`src/hdl/chd_pkg.sv`:
```
// Shared constants and types for the chunked body decoder.
package chd_pkg;

   // Default width of the chunk size and total byte counters
   localparam int COUNT_WIDTH_DEF = 32;
   // Entries in the queue between the front end and the parser
   localparam int QUEUE_DEPTH     = 4;
   // Width of the result length field
   localparam int LEN_WIDTH       = 32;

   localparam logic [7:0] CH_CR     = 8'h0D;
   localparam logic [7:0] CH_LF     = 8'h0A;
   localparam logic [7:0] CH_DIG_0  = 8'h30;
   localparam logic [7:0] CH_DIG_9  = 8'h39;
   localparam logic [7:0] CH_LOW_A  = 8'h61;
   localparam logic [7:0] CH_LOW_F  = 8'h66;
   localparam logic [7:0] CH_UP_A   = 8'h41;
   localparam logic [7:0] CH_UP_F   = 8'h46;
   localparam logic [3:0] HEX_TEN   = 4'd10;

   // One classified body byte
   typedef struct packed {
      logic [7:0] body_byte;
      logic       restart;
      logic       is_hex;
      logic [3:0] hex_digit;
      logic       is_cr;
      logic       is_lf;
   } entry_type;

   // Head of the queue as seen by the parser
   typedef struct packed {
      logic      valid;
      entry_type entry;
   } head_type;

endpackage

```
`src/hdl/chd_front.sv`:
```
// Front end: accepts body bytes, classifies them and queues them for the parser.
module chd_front (
   input  logic              clock,
   input  logic              reset,
   input  logic              req_valid,
   output logic              req_stall,
   input  logic [7:0]        req_body_byte,
   input  logic              req_restart,
   output chd_pkg::head_type head,
   input  logic              pop
);
   import chd_pkg::*;

   localparam int PTR_W = (QUEUE_DEPTH > 1) ? $clog2(QUEUE_DEPTH) : 1;
   localparam int CNT_W = $clog2(QUEUE_DEPTH + 1);

   entry_type              queue_ff [QUEUE_DEPTH];
   logic      [PTR_W-1:0]  wr_ptr_ff, wr_ptr_in;
   logic      [PTR_W-1:0]  rd_ptr_ff, rd_ptr_in;
   logic      [CNT_W-1:0]  count_ff, count_in;
   entry_type              class_entry;
   logic                   push;
   logic                   do_pop;

   // Classify the incoming byte
   always_comb begin
      class_entry.body_byte = req_body_byte;
      class_entry.restart   = req_restart;
      class_entry.is_cr     = (req_body_byte == CH_CR);
      class_entry.is_lf     = (req_body_byte == CH_LF);
      class_entry.is_hex    = 1'b0;
      class_entry.hex_digit = '0;
      if (req_body_byte >= CH_DIG_0 && req_body_byte <= CH_DIG_9) begin
         class_entry.is_hex    = 1'b1;
         class_entry.hex_digit = 4'(req_body_byte - CH_DIG_0);
      end else if (req_body_byte >= CH_LOW_A && req_body_byte <= CH_LOW_F) begin
         class_entry.is_hex    = 1'b1;
         class_entry.hex_digit = 4'(req_body_byte - CH_LOW_A) + HEX_TEN;
      end else if (req_body_byte >= CH_UP_A && req_body_byte <= CH_UP_F) begin
         class_entry.is_hex    = 1'b1;
         class_entry.hex_digit = 4'(req_body_byte - CH_UP_A) + HEX_TEN;
      end
   end

   // Queue control
   assign req_stall = (count_ff == CNT_W'(QUEUE_DEPTH));
   assign push      = req_valid && !req_stall;
   assign do_pop    = pop && (count_ff != '0);

   always_comb begin
      wr_ptr_in = wr_ptr_ff;
      rd_ptr_in = rd_ptr_ff;
      count_in  = count_ff;
      if (push) begin
         wr_ptr_in = (wr_ptr_ff == PTR_W'(QUEUE_DEPTH - 1)) ? '0 : wr_ptr_ff + 1'b1;
      end
      if (do_pop) begin
         rd_ptr_in = (rd_ptr_ff == PTR_W'(QUEUE_DEPTH - 1)) ? '0 : rd_ptr_ff + 1'b1;
      end
      if (push && !do_pop) begin
         count_in = count_ff + 1'b1;
      end else if (!push && do_pop) begin
         count_in = count_ff - 1'b1;
      end
   end

   always_ff @(posedge clock) begin
      if (reset) begin
         wr_ptr_ff <= '0;
         rd_ptr_ff <= '0;
         count_ff  <= '0;
      end else begin
         wr_ptr_ff <= wr_ptr_in;
         rd_ptr_ff <= rd_ptr_in;
         count_ff  <= count_in;
      end
   end

   // Queue storage
   always_ff @(posedge clock) begin
      if (push) begin
         queue_ff[wr_ptr_ff] <= class_entry;
      end
   end

   assign head.valid = (count_ff != '0);
   assign head.entry = queue_ff[rd_ptr_ff];

endmodule

```
`src/hdl/chd_back.sv`:
```
// Back end: chunk parser state machine and registered result stage.
module chd_back #(
   parameter int COUNT_WIDTH = chd_pkg::COUNT_WIDTH_DEF
) (
   input  logic                          clock,
   input  logic                          reset,
   input  chd_pkg::head_type             head,
   output logic                          pop,
   output logic                          rsp_valid,
   input  logic                          rsp_stall,
   output logic [7:0]                    rsp_data_byte,
   output logic                          rsp_has_data,
   output logic                          rsp_is_last,
   output logic [chd_pkg::LEN_WIDTH-1:0] rsp_decoded_length
);
   import chd_pkg::*;

   typedef enum logic [1:0] {
      PH_SIZE,
      PH_DATA,
      PH_TRAIL,
      PH_DONE
   } phase_type;

   localparam int EXT_W = (COUNT_WIDTH > LEN_WIDTH) ? COUNT_WIDTH : LEN_WIDTH;
   localparam logic [COUNT_WIDTH-1:0] CNT_MAX = '1;

   phase_type              phase_ff, phase_in, phase_cur;
   logic                   seen_cr_ff, seen_cr_in, seen_cr_cur;
   logic [COUNT_WIDTH-1:0] size_acc_ff, size_acc_in, size_acc_cur;
   logic [COUNT_WIDTH-1:0] left_ff, left_in, left_cur;
   logic [COUNT_WIDTH-1:0] total_ff, total_in, total_cur;
   logic                   emit;
   logic                   emit_last;
   logic [EXT_W-1:0]       total_ext;
   logic [LEN_WIDTH-1:0]   shown_len;
   logic                   advance;

   logic                   rsp_valid_ff;
   logic [7:0]             rsp_data_ff;
   logic                   rsp_has_data_ff;
   logic                   rsp_is_last_ff;
   logic [LEN_WIDTH-1:0]   rsp_len_ff;

   // Output register can take a new result
   assign advance = !rsp_valid_ff || !rsp_stall;
   assign pop     = head.valid && advance;

   // Restart clears state before the byte is parsed
   always_comb begin
      if (head.entry.restart) begin
         phase_cur    = PH_SIZE;
         seen_cr_cur  = 1'b0;
         size_acc_cur = '0;
         left_cur     = '0;
         total_cur    = '0;
      end else begin
         phase_cur    = phase_ff;
         seen_cr_cur  = seen_cr_ff;
         size_acc_cur = size_acc_ff;
         left_cur     = left_ff;
         total_cur    = total_ff;
      end
   end

   // Parser next state
   always_comb begin
      phase_in    = phase_cur;
      seen_cr_in  = seen_cr_cur;
      size_acc_in = size_acc_cur;
      left_in     = left_cur;
      total_in    = total_cur;
      emit        = 1'b0;
      emit_last   = 1'b0;
      case (phase_cur)
         PH_DONE: begin
         end
         PH_DATA: begin
            emit = 1'b1;
            if (total_cur != CNT_MAX) begin
               total_in = total_cur + 1'b1;
            end
            if (left_cur != '0) begin
               left_in = left_cur - 1'b1;
            end
            if (left_cur <= COUNT_WIDTH'(1)) begin
               phase_in   = PH_TRAIL;
               seen_cr_in = 1'b0;
            end
         end
         PH_TRAIL: begin
            if (seen_cr_cur && head.entry.is_lf) begin
               phase_in    = PH_SIZE;
               seen_cr_in  = 1'b0;
               size_acc_in = '0;
            end else begin
               seen_cr_in = head.entry.is_cr;
            end
         end
         default: begin
            if (seen_cr_cur && head.entry.is_lf) begin
               seen_cr_in = 1'b0;
               if (size_acc_cur == '0) begin
                  phase_in  = PH_DONE;
                  emit      = 1'b1;
                  emit_last = 1'b1;
               end else begin
                  left_in     = size_acc_cur;
                  size_acc_in = '0;
                  phase_in    = PH_DATA;
               end
            end else begin
               phase_in   = PH_SIZE;
               seen_cr_in = head.entry.is_cr;
               if (head.entry.is_hex) begin
                  // saturate once another digit would overflow
                  if (size_acc_cur[COUNT_WIDTH-1 -: 4] != 4'd0) begin
                     size_acc_in = CNT_MAX;
                  end else begin
                     size_acc_in = {size_acc_cur[COUNT_WIDTH-5:0], head.entry.hex_digit};
                  end
               end
            end
         end
      endcase
   end

   // Length as shown on the result, saturated to the field width
   assign total_ext = EXT_W'(total_in);
   assign shown_len = (total_ext > EXT_W'({LEN_WIDTH{1'b1}})) ? '1
                                                            : total_ext[LEN_WIDTH-1:0];

   // Parser state
   always_ff @(posedge clock) begin
      if (reset) begin
         phase_ff    <= PH_SIZE;
         seen_cr_ff  <= 1'b0;
         size_acc_ff <= '0;
         left_ff     <= '0;
         total_ff    <= '0;
      end else if (pop) begin
         phase_ff    <= phase_in;
         seen_cr_ff  <= seen_cr_in;
         size_acc_ff <= size_acc_in;
         left_ff     <= left_in;
         total_ff    <= total_in;
      end
   end

   // Result register
   always_ff @(posedge clock) begin
      if (reset) begin
         rsp_valid_ff <= 1'b0;
      end else if (advance) begin
         rsp_valid_ff <= pop && emit;
      end
   end

   always_ff @(posedge clock) begin
      if (pop && emit && advance) begin
         rsp_data_ff     <= emit_last ? 8'd0 : head.entry.body_byte;
         rsp_has_data_ff <= !emit_last;
         rsp_is_last_ff  <= emit_last;
         rsp_len_ff      <= shown_len;
      end
   end

   assign rsp_valid          = rsp_valid_ff;
   assign rsp_data_byte      = rsp_data_ff;
   assign rsp_has_data       = rsp_has_data_ff;
   assign rsp_is_last        = rsp_is_last_ff;
   assign rsp_decoded_length = rsp_len_ff;

endmodule

```
`src/hdl/http_chunked_body_decoder.sv`:
```
// Top level of the HTTP chunked transfer body decoder.
//
//   Channel  Direction  Handshake               Payload
//   req      in         req_valid / req_stall   req_body_byte, req_restart
//   rsp      out        rsp_valid / rsp_stall   rsp_data_byte, rsp_has_data,
//                                               rsp_is_last, rsp_decoded_length
//
// One byte per cycle is sustained while rsp_stall stays low; each transferred byte
// is written into the queue, then parsed from its head into the result register.
// The parser state machine handles one queued byte per cycle while the result
// register can advance; the queue (QUEUE_DEPTH entries) absorbs result-side stalls.
// Synchronous reset clears the queue, the parser and the result valid.
// req_stall rises only when the queue is full.
module http_chunked_body_decoder #(
   parameter int COUNT_WIDTH = chd_pkg::COUNT_WIDTH_DEF
) (
   input  logic                          clock,
   input  logic                          reset,
   input  logic                          req_valid,
   output logic                          req_stall,
   input  logic [7:0]                    req_body_byte,
   input  logic                          req_restart,
   output logic                          rsp_valid,
   input  logic                          rsp_stall,
   output logic [7:0]                    rsp_data_byte,
   output logic                          rsp_has_data,
   output logic                          rsp_is_last,
   output logic [chd_pkg::LEN_WIDTH-1:0] rsp_decoded_length
);
   import chd_pkg::*;

   head_type head;
   logic     pop;

   chd_front u_front (
      .clock         (clock),
      .reset         (reset),
      .req_valid     (req_valid),
      .req_stall     (req_stall),
      .req_body_byte (req_body_byte),
      .req_restart   (req_restart),
      .head          (head),
      .pop           (pop)
   );

   chd_back #(
      .COUNT_WIDTH (COUNT_WIDTH)
   ) u_back (
      .clock              (clock),
      .reset              (reset),
      .head               (head),
      .pop                (pop),
      .rsp_valid          (rsp_valid),
      .rsp_stall          (rsp_stall),
      .rsp_data_byte      (rsp_data_byte),
      .rsp_has_data       (rsp_has_data),
      .rsp_is_last        (rsp_is_last),
      .rsp_decoded_length (rsp_decoded_length)
   );

endmodule

```
`config.mk`:
```
export PLATFORM = sky130hd
export DESIGN_NAME = http_chunked_body_decoder
export DESIGN_NICKNAME = d
export VERILOG_FILES = /design/src/hdl/chd_pkg.sv /design/src/hdl/chd_front.sv /design/src/hdl/chd_back.sv /design/src/hdl/http_chunked_body_decoder.sv
export SDC_FILE = /design/constraint.sdc
export NUM_CORES = 1
export LEC_CHECK = 0
export ABC_AREA = 1
export ABC_CLOCK_PERIOD_IN_PS = 3570
export BUFFER_PORTS_ARGS = -buffer_cell sky130_fd_sc_hd__buf_2
export CORE_AREA = 2 2 148 150
export CTS_CLUSTER_DIAMETER = 80
export DETAILED_ROUTE_END_ITERATION = 8
export DIE_AREA = 0 0 150 152
export GPL_ROUTABILITY_DRIVEN = 0
export HOLD_SLACK_MARGIN = 0.12
export PLACE_DENSITY = 0.89
export SETUP_SLACK_MARGIN = 0.15
export SYNTH_ARGS = -nofsm -noshare
export SYNTH_HDL_FRONTEND = slang
export SYNTH_SLANG_ARGS = --single-unit
```
`constraint.sdc`:
```
create_clock -name clock -period 3.57 [get_ports clock]
set_input_delay 0.5355 -clock clock [delete_from_list [all_inputs] [get_ports clock]]
set_output_delay 0.5355 -clock clock [all_outputs]
set_load 0.03 [all_outputs]
```
==> summary.txt, run 1 <==
Status
  • Status: finished clean

Critical path
  • Kind of critical path: reg -> reg
  • CP arrival: around 3.4 ns
  • CP delay by family, top: simple AND/OR/NAND/NOR gates
  • Worst path cell trace: nand2_1, nand3_2, nand2_8, o21ai_0, nand2_1, nor2_1, nand2_1, nor2_2, nand2_1, inv_2, o21ai_1, clkinv_1, buf_6
  • Crit path buf inv count: 3
  • Top cell by count, worst path: nand2_1
  • Crit path capture type: flop
  • Startpoint Class: flop
  • CP Data Required Time: about 3.8 ns
  • Crit-path max FO: 42
  • CP max stage delay: around 0.4 ns
  • CP max stage cell: dfxtp_1

Clock network
  • H-tree Lvls: 1
  • CTS Sinks: ~220
  • Postcts setup bufs: 0
  • Root buffer cell: clkbuf_16
  • CTS clock-pin slew for the worst setup and hold paths: roughly 0.06 ns
  • CTS tree: yes
  • Clock buffer depth: 3
  • Clock latency on the worst-skew pair: 0.55 ns
  • Clock buffer count from CTS: 24

Routing
  • Number of remaining DRC errors: 0
  • Via density: ~6.0
  • Wire per inst: 16.22 microns
  • Antenna-violating nets left: 0
  • Total wire length: roughly 36000 microns
  • Drt first pass iters: 7
  • Vias: 13200
  • 1st-iter DRT viols: 1941

Timing
  • Final setup fails: 0
  • Setup ws final: between 0.3 and 0.4 ns
  • Final Hold Viols: 0
  • Max-slew violation count: 0
  • Achievable Freq: 0.3124 GHz
  • Setup TNS: 0 ns
  • Clk_skew: ~0.024 ns
  • Hold Slack: 0.2415 ns
  • Worst Max-Slew Pin Slew: 0.8402 ns
  • RSZ-0062 raised after global routing: false
  • Worst rel slew slack: 0.4364
  • Final period util: 0.8967
  • Fin crit period: between 3 and 4 ns

Synthesis
  • Cell count after synthesis: about 1900
  • Compound-cell area share of the yosys netlist: 0.1461
  • Flops & latches, synth: 215
  • Number of flops mapped to enable cells by yosys: 106
  • Main combinational cell family by area after synthesis: simple AND/OR/NAND/NOR gates
  • Post-synth top flop: dfxtp_1
  • Ys async rst share: 0
  • Syn nets: 1922
  • Library cells used by synthesis: 45
  • Multiplexer share of the synthesized area: 0
  • Mapped Area: 13100 sq um
  • Syn. warnings: 0
  • Post-Synth Adder-Cell Area: 0.01395
  • Syn_area_per_cell: between 6 and 7 sq um
  • Synth Area in Simple Gates: 0.3155
  • Post-Synth XOR/XNOR Area: 0.009364
  • Post-synthesis sequential area ratio: 0.4097

Global routing
  • GR Util All Layers: 0.3057
  • GRT overflow: 0
  • First-pass GRT wire length: 57950 microns
  • Vias in the first global route: 12290
  • Largest net degree at the start of global routing: 164
  • Antenna violations before repair: 0

Placed design
  • Place WS: 0.2805 ns
  • Port buffer count: 56
  • Placed cell count: 2153
  • Placed Area: 13470 sq um
  • Hpwl dp: 22360 microns

Floorplan
  • IO Pins: 57
  • Number of cell rows: 54
  • Die H: 152 microns
  • Core area: around 21000 sq um
  • DIE AREA: 22800 sq um
  • Die Width: 150 microns
  • Initial Util: 0.6133

Layout
  • Layout cells sized above 1: 0.08394
  • Ant. Diodes: 0
  • Fillers: 1737
  • Most frequent cells in the layout: nand2_1, inv_1, nand3_1
  • Commonest non-fill, non-tap cell in the layout: nand2_1
  • Finished Cell Area: 14310 sq um
  • Total Nets Final: 1927
  • Area Growth Syn to Fin: 9.278%
  • Fin cells: 2198

Worst hold path
  • Min-delay worst type: in -> reg

Power and ir drop
  • Maximum VDD drop: 0.0007853 V
  • Cell area power density: 950.1 nW/um^2
  • LEAKAGE: 6.537 nW

Job
  • Max Cap Viol: 0
==> metrics by stage <==
stage / utilization / total power [W]
finish: 0.6702 / 0.01360
detailed placement: 0.6310 / 0.01080
CTS: 0.6681 / 0.01335
floorplan: - / 0.009246
global placement: 0.6310 / 0.01057
global route: 0.6702 / 0.01458
==> routing by layer <==
layer,track usage,part of all wire,up-vias
met5,0,0,-
li1,-,-,6299
met3,0.05015,0.11,117
met1,0.4151,0.39,5962
met2,0.4923,0.47,823
met4,0.1137,0.029,0
==> what timing repair did <==
item                                    4_1_cts  5_1_grt
hold buffers                                  0        0
resized for setup                             0        7
endpoints found under the setup margin        0      102
==> report_power, final <==
group	total [W]	switching (W)	internal, W
sequential	0.00379	0.000490	0.00330
clock	0.00251	0.00106	0.00145
combinational	0.00729	0.00511	0.00218
total	0.0136	0.00666	0.00694
==> path summary, 6_finish.rpt <==
check	startpoint	slack, ns	depth (start not counted)	endpoint
max	flop	0.37	13	u_back.rsp_decoded_length[4]
max reg2reg	flop	0.37	13	u_back.rsp_decoded_length[4]
min	req_restart	0.24	1	u_front.queue_ff[1][7]
min reg2reg	u_back.size_acc_ff[1]	0.51	2	u_back.size_acc_ff[1]
==> flip-flops by register name, summed over array words and instances, names as in the netlist, 2 cells and up, named ones only <==
signal	cells
u_back.left_ff	32
u_back.phase_ff	2
u_back.rsp_data_byte	8
u_back.rsp_decoded_length	32
u_back.size_acc_ff	32
u_back.total_ff	32
u_front.count_ff	3
u_front.queue_ff	64
u_front.rd_ptr_ff	2
u_front.wr_ptr_ff	2
==> cells in the mapped netlist, types with 2 or more instances <==
cell type    n  area, sq um
nor2_1     222        833.3
inv_1      224        840.8
and2_1       2        12.51
dfxtp_1    109         2182
xor2_1       5        43.79
buf_6        6        67.56
edfxtp_1   106         3183
ha_1        13        162.7
nand2_1    477         1790
a21oi_1     61        305.3
a21boi_1     2        15.01
nand4_1     15        93.84
buf_2       29        145.1
o2111ai_1   28        245.2
nor2_2      10        62.56
o21ai_1     27        135.1
nand2_2      5        31.28
o211ai_1     5        37.54
o21bai_1     3        22.52
nor3_2       2        20.02
xnor2_1      9        78.83
clkbuf_1    50        187.7
a31oi_1     37        231.5
inv_2        7        26.28
a221oi_1     8        70.07
nor2_4       3        33.78
a21boi_0     2        15.01
o31ai_1      2        15.01
buf_4        8        60.06
o22ai_1      4        25.02
nand3_1    224         1121
buf_1       13        48.80
o21ai_2      3        26.28
nor3_1      12        60.06
nand3b_1     6        45.04
o21ai_0    147        735.7
==> worst reg2reg max path: stages, from the launching register on <==
cell,delay [ns]
dfxtp_1,0.40
nand2_1,0.10
nand3_2,0.19
nand2_8,0.15
o21ai_0,0.15
nand2_1,0.26
nor2_1,0.18
nand2_1,0.13
nor2_2,0.24
nand2_1,0.14
inv_2,0.23
o21ai_1,0.17
clkinv_1,0.09
buf_6,0.37
==> cells by family after synthesis <==
logic type	after synthesis
flip-flops	215
AND/OR/NAND/NOR	981
adder cells (fa/ha/maj)	14
AO/OA/AOI/OAI	333
XOR/XNOR	14
buffers and inverters	338
==> final cells by class <==
cell class / instances / area [sq um] / area share
flip-flops and latches: 215 / 5365 / 0.3749
multi-input cells: 1343 / 6421 / 0.4487
inverters: 232 / 875.8 / 0.06120
clock inverters: 18 / 182.7 / 0.01277
well taps: 280 / 350.3 / 0.02448
repair buffers: 84 / 506.7 / 0.03541
clock buffers: 26 / 608.1 / 0.04249
Note: power is estimated with default switching activity, not from simulation.
==> inputs of run 2 (changes only) <==
CTS_CLUSTER_SIZE = 20   (was unset)
PLACE_DENSITY = unset   (was 0.89)
PLACE_DENSITY_LB_ADDON = 0.2   (was unset)
==> run 2 against run 1 <==
Clock power is 25% lower. Critical path depth is 2 higher. Design area shrank 1.9%. First-iteration DRC count fell by 21%. Non-clock buffer count is 3 higher. Global-route usage is 0.21 points lower. Final cell count down 0.64%. Sequential share of layout area grew 0.73 points. Register-to-register slack gained 0.05 ns. Sequential power is essentially flat. Critical endpoint is now u_back.total_ff[10]. Largest power group unchanged. Highest routed layer unchanged.
==> summary.txt, run 2 (same netlist as run 1, synthesis figures left out) <==
Critical path
  • Crit path capture type: flop
  • Crit path buf inv count: 4
  • CP arrival: 3.58 ns
  • CP max stage cell: buf_4
  • Worst path cell trace: buf_4, nand2_1, nand3_1, nand2_4, buf_4, nand3_1, nor3_2, nand2_1, nor2_2, nand2_4, inv_2, o21ai_0, nand3_1, nand2_1, inv_1
  • Kind of critical path: reg -> reg
  • CP Data Required Time: approximately 4 ns
  • CP delay by family, top: simple AND/OR/NAND/NOR gates
  • Startpoint Class: flop
  • Crit-path max FO: 49
  • CP max stage delay: 0.47 ns

Placed design
  • Placed Area: 13510 sq um
  • Port buffer count: 56
  • Hpwl dp: 23390 microns
  • Place WS: slightly below 0.4 ns

Timing
  • Setup TNS: 0 ns
  • Fin crit period: about 3.1 ns
  • Setup ws final: 0.4215 ns
  • Clk_skew: around 0.033 ns
  • Worst rel slew slack: 0.4909
  • RSZ-0062 raised after global routing: false
  • Achievable Freq: 0.3176 GHz
  • Final setup fails: 0
  • Final Hold Viols: 0
  • Max-slew violation count: 0
  • Final period util: 0.8819
  • Worst Max-Slew Pin Slew: approximately 0.76 ns

Layout
  • Commonest non-fill, non-tap cell in the layout: nand2_1
  • Layout cells sized above 1: 0.07668
  • Max reg flops: 64
  • Area Growth Syn to Fin: 7.205%
  • Finished Cell Area: 14040 sq um
  • Total Nets Final: around 1900
  • Ant. Diodes: 0
  • Most flop-heavy register: u_front.queue_ff
  • Most frequent cells in the layout: nand2_1, nand3_1, inv_1

Routing
  • Vias: between 10000 and 15000
  • Wire per inst: 15.97 microns
  • 1st-iter DRT viols: between 1500 and 2000
  • Via density: 5.803
  • Antenna-violating nets left: 0
  • Drt first pass iters: 5
  • Total wire length: around 35000 microns
  • Number of remaining DRC errors: 0

Clock network
  • Clock buffer depth: 3
  • Postcts setup bufs: 0
  • CTS Sinks: 215
  • Post_cts resized: 0
  • H-tree Lvls: 1
  • Root buffer cell: clkbuf_16
  • Clock buffer count from CTS: 16
  • Clock latency on the worst-skew pair: 0.51 ns
  • CTS tree: yes
  • Cts hold-fix bufs: 0
  • CTS clock-pin slew for the worst setup and hold paths: 0.08 ns

Global routing
  • Vias in the first global route: 11520
  • GRT overflow: 0
  • Largest net degree at the start of global routing: 148
  • First-pass GRT wire length: 56860 microns
  • GR Util All Layers: 0.3036
  • Antenna violations before repair: 0

Power and ir drop
  • Sequential share of power: 0.293
  • Final Power: roughly 0.013 W
  • Cell area power density: between 900 and 1000 nW/um^2
  • Maximum VDD drop: roughly 0.00065 V
  • LEAKAGE: 6.408 nW
  • Clock power share: 0.146
  • Int Pwr: ~0.0065 W
  • Sw Pwr: 0.006437 W
  • Combinational share of power: 0.561
  • Sw frac: 0.4986

Floorplan
  • Die Width: 150 microns
  • Number of cell rows: 54
  • Core area: 21350 sq um
  • DIE AREA: around 23000 sq um
  • Initial Util: 0.6133
  • IO Pins: 57
  • Die H: 152 microns

Worst hold path
  • Min-delay worst type: in -> reg

Status
  • Status: finished clean

Job
  • Max Cap Viol: 0
## run 2: cell types whose count changed in the layout (fill, tap and decap cells not counted), moves of 2 or more
cell,previous run,this run
bufinv_16,3,1
buf_4,26,29
clkinv_2,6,0
nand3_2,3,1
nand3_1,222,224
clkinv_1,6,4
clkbuf_16,24,17
## run 2: metrics by stage
step | util | hold WS, ns | instances
after floorplan | - | 0.4599 | 1895
after global placement | 0.6327 | 0.4894 | 2156
after detailed placement | 0.6327 | 0.4969 | 2156
after CTS | 0.6573 | 0.2509 | 2184
after global routing | 0.6575 | 0.2596 | 2184
final | 0.6575 | 0.2568 | 2184
## run 2: path summary, 6_finish.rpt
kind / cells past startpoint / to / slack [ns] / startpoint
setup / recovery: 15 / u_back.total_ff[10] / 0.42 / flop
hold / removal: 1 / u_front.queue_ff[0][7] / 0.26 / req_restart
setup reg to reg: 15 / u_back.total_ff[10] / 0.42 / flop
hold reg to reg: 2 / u_back.phase_ff[0] / 0.51 / u_back.phase_ff[0]
## run 2: cell type report
cell class / count / area (sq um)
tap: 280 / 350.3
clock buffer: 20 / 436.7
multi-input combinational: 1342 / 6386
clock inverter: 8 / 88.84
fill: 1899 / 7312
sequential: 215 / 5365
inverter: 232 / 873.3
timing repair buffer: 87 / 538.0
## run 2: layer usage
metal / vias up / track usage / share of wire
met5: - / 0 / 0
met4: 0 / 0.08805 / 0.019
met3: 64 / 0.03153 / 0.087
met2: 562 / 0.4745 / 0.46
met1: 5779 / 0.4477 / 0.43
li1: 6269 / - / -
## run 2: worst reg2reg max path: cells and delay by family, from the launching register on
kind            cells  cell delay, ns
simple gates       10            1.70
flops               1            0.33
buf+inv             4            0.94
compound gates      1            0.14
## run 2: power by group through the flow
stage                     Combinational (W)  Sequential, W  Clock (W)
final                               0.00724        0.00379    0.00188
after global routing                0.00811        0.00385    0.00199
after CTS                           0.00712        0.00376    0.00190
after detailed placement            0.00709        0.00381          0
after global placement              0.00692        0.00380          0
after floorplan                     0.00545        0.00380          0
==> inputs of run 3 (changes only) <==
CELL_PAD_IN_SITES_DETAIL_PLACEMENT = 0   (was unset)
CELL_PAD_IN_SITES_GLOBAL_PLACEMENT = 1   (was unset)
CORE_AREA = 2 2 172 174   (was 2 2 148 150)
DIE_AREA = 0 0 174 176   (was 0 0 150 152)
==> run 3 against run 2 <==
Hold slack improved by 0.0047 ns. Sequential share of layout area decreased by 0.54 points. Power increased by 1.9%. Sequential cell count unchanged. Critical path depth decreased by 1. Final cell count increased by 4.9%. Clock power increased by 3%. Routed wire length increased by 10%. Global-route usage decreased by 5.4 points. Core utilization decreased by 16 points. Count of clock-buffer cells in the layout increased by 1. Die area increased by 34%. Critical path type unchanged. Critical endpoint is now u_back.rsp_decoded_length[5].
==> summary.txt, run 3 (same netlist as run 1, synthesis figures left out) <==
Status
  • Status: finished clean

Critical path
  • Kind of critical path: reg -> reg
  • Crit-path max FO: 33
  • Reg2reg setup slack: 0.36 ns
  • R2R depth: 14
  • Crit path capture type: flop
  • Reg-to-reg endpoint: u_back.rsp_decoded_length[5]
  • Startpoint Class: flop
  • CP Data Required Time: ~3.8 ns
  • CP arrival: 3.40 ns

Global routing
  • Met3 Usage GRT: 0.03165
  • GRT met1 Usage: 0.3584
  • Gr busiest metal: met2
  • Vias in the first global route: 11510
  • Antenna violations before repair: 0
  • Largest net degree at the start of global routing: 164
  • GRT overflow: 0
  • First-pass GRT wire length: ~62000 microns
  • GR Util All Layers: 0.2492
  • GR Util met2: 0.4032

Routing
  • Drt first pass iters: 6
  • 1st-iter DRT viols: 1203
  • Vias: between 10000 and 15000
  • Total wire length: 38470 microns
  • Wire per inst: 16.79 microns
  • Antenna-violating nets left: 0
  • Number of remaining DRC errors: 0
  • Via density: 5.453

Layout
  • Ant. Diodes: 0
  • Fillers: around 2900
  • Most flop-heavy register: u_front.queue_ff
  • Commonest non-fill, non-tap cell in the layout: nand2_1
  • Area Growth Syn to Fin: 8.752%
  • Most frequent cells in the layout: nand2_1, inv_1, nand3_1
  • Total Nets Final: 1923
  • Max reg flops: 64
  • Reg area: 5365 sq um
  • Area occupied by multi-input gates: 6422 sq um
  • Layout cells sized above 1: 0.08023

Worst hold path
  • WHS Endpoint: u_front.queue_ff[3][7]
  • Worst Hold Launch: req_restart
  • Hold path cells: 1
  • Min-delay worst type: in -> reg

Timing
  • Clk_skew: 0.01799 ns
  • Final period util: 0.8990
  • Max-slew violation count: 0
  • Fin crit period: between 3 and 4 ns
  • Hold Slack: 0.2616 ns
  • Worst rel slew slack: 0.4410
  • Setup TNS: 0 ns
  • Final Hold Viols: 0
  • Achievable Freq: around 0.31 GHz
  • RSZ-0062 raised after global routing: false
  • Final setup fails: 0
  • Worst Max-Slew Pin Slew: around 0.84 ns

Placed design
  • Port buffer count: 56
  • Hpwl dp: 24670 microns

Clock network
  • Clock latency on the worst-skew pair: 0.51 ns
  • Clock buffer depth: 3
  • CTS tree: yes
  • Clock buffer count from CTS: 17
  • H-tree Lvls: 1
  • CTS Sinks: 215
  • CTS clock-pin slew for the worst setup and hold paths: 0.08 ns
  • Root buffer cell: clkbuf_16
  • Cts hold-fix bufs: 0

Power and ir drop
  • Final Power: 0.01315 W
  • Cell area power density: 923.7 nW/um^2
  • LEAKAGE: 6.465 nW
  • Maximum VDD drop: 0.0005383 V

Floorplan
  • IO Pins: 57
  • Die Width: 174 microns
  • Die H: 176 microns
  • Core area: 28550 sq um
  • Number of cell rows: 62
  • Initial Util: 0.4587
  • DIE AREA: slightly above 30000 sq um

Job
  • Max Cap Viol: 0
run 3: cell count changes in the layout (fill, tap and decap cells not counted), sizes merged:
cell	previous run	this run
nand2	483	484
clkinv	6	5
inv	231	236
clkbuf	20	21
bufinv	1	0
clkinvlp	2	0
run 3: through the flow:
| step | util | cells | cell area (sq um) | setup slack [ns] |
|---|---|---|---|---|
| after floorplan | - | 1895 | 13100 | 0.6003 |
| after global placement | 0.4779 | 2259 | 13640 | 0.3434 |
| after detailed placement | 0.4779 | 2259 | 13640 | 0.2503 |
| after CTS | 0.4969 | 2289 | 14180 | 0.1926 |
| after global routing | 0.4989 | 2291 | 14240 | 0.1447 |
| final | 0.4989 | 2291 | 14240 | 0.3607 |
run 3: worst max path at each step:
stage                                                to  slack [ns]  depth (start not counted)  startpoint
final                      u_back.rsp_decoded_length[5]        0.36                         14        flop
after global routing      u_back.rsp_decoded_length[30]        0.14                         14        flop
after CTS                            u_back.total_ff[9]        0.19                         15        flop
after global placement               u_back.total_ff[9]        0.34                         15        flop
after floorplan                 u_back.rsp_data_byte[0]        0.60                         15        flop
after detailed placement             u_back.total_ff[9]        0.25                         15        flop
run 3: cell type report:
class / count / share of cell area
inverters: 232 / 0.06132
well taps: 384 / 0.03374
clock inverters: 9 / 0.006414
multi-input cells: 1343 / 0.4510
flip-flops and latches: 215 / 0.3767
repair buffers: 87 / 0.03918
clock buffers: 21 / 0.03163
run 3: repair_timing:
item	in CTS	in global routing
buffers inserted	0	1
resized for setup	0	6
hold endpoints to repair	0	0
endpoints found under the setup margin	0	91
run 3: critical path, stage by stage, from the launching register on:
cell	delay [ns]
dfxtp_1	0.42
nand2_1	0.10
nand3_2	0.19
nand2_8	0.10
buf_4	0.21
nand2_1	0.18
nand3_1	0.10
nor2_1	0.16
nand2_1	0.15
nor2_2	0.23
nand2_1	0.16
inv_2	0.23
o21ai_1	0.12
inv_2	0.24
buf_12	0.25
run 3: report_power, final:
group          internal (W)  leakage, nW  switching, W
sequential          0.00330         1.88      0.000483
combinational       0.00224         4.32       0.00519
clock              0.000943        0.265      0.000997
total               0.00648         6.46       0.00667
run 3: metal layers:
layer  wire length [microns]  up-vias  share of wire
met1                   18390     5862           0.48
met5                       0        -              0
li1                        -     6280              -
met3                    2140       37          0.056
met4                     661        0          0.017
met2                   17270      313           0.45
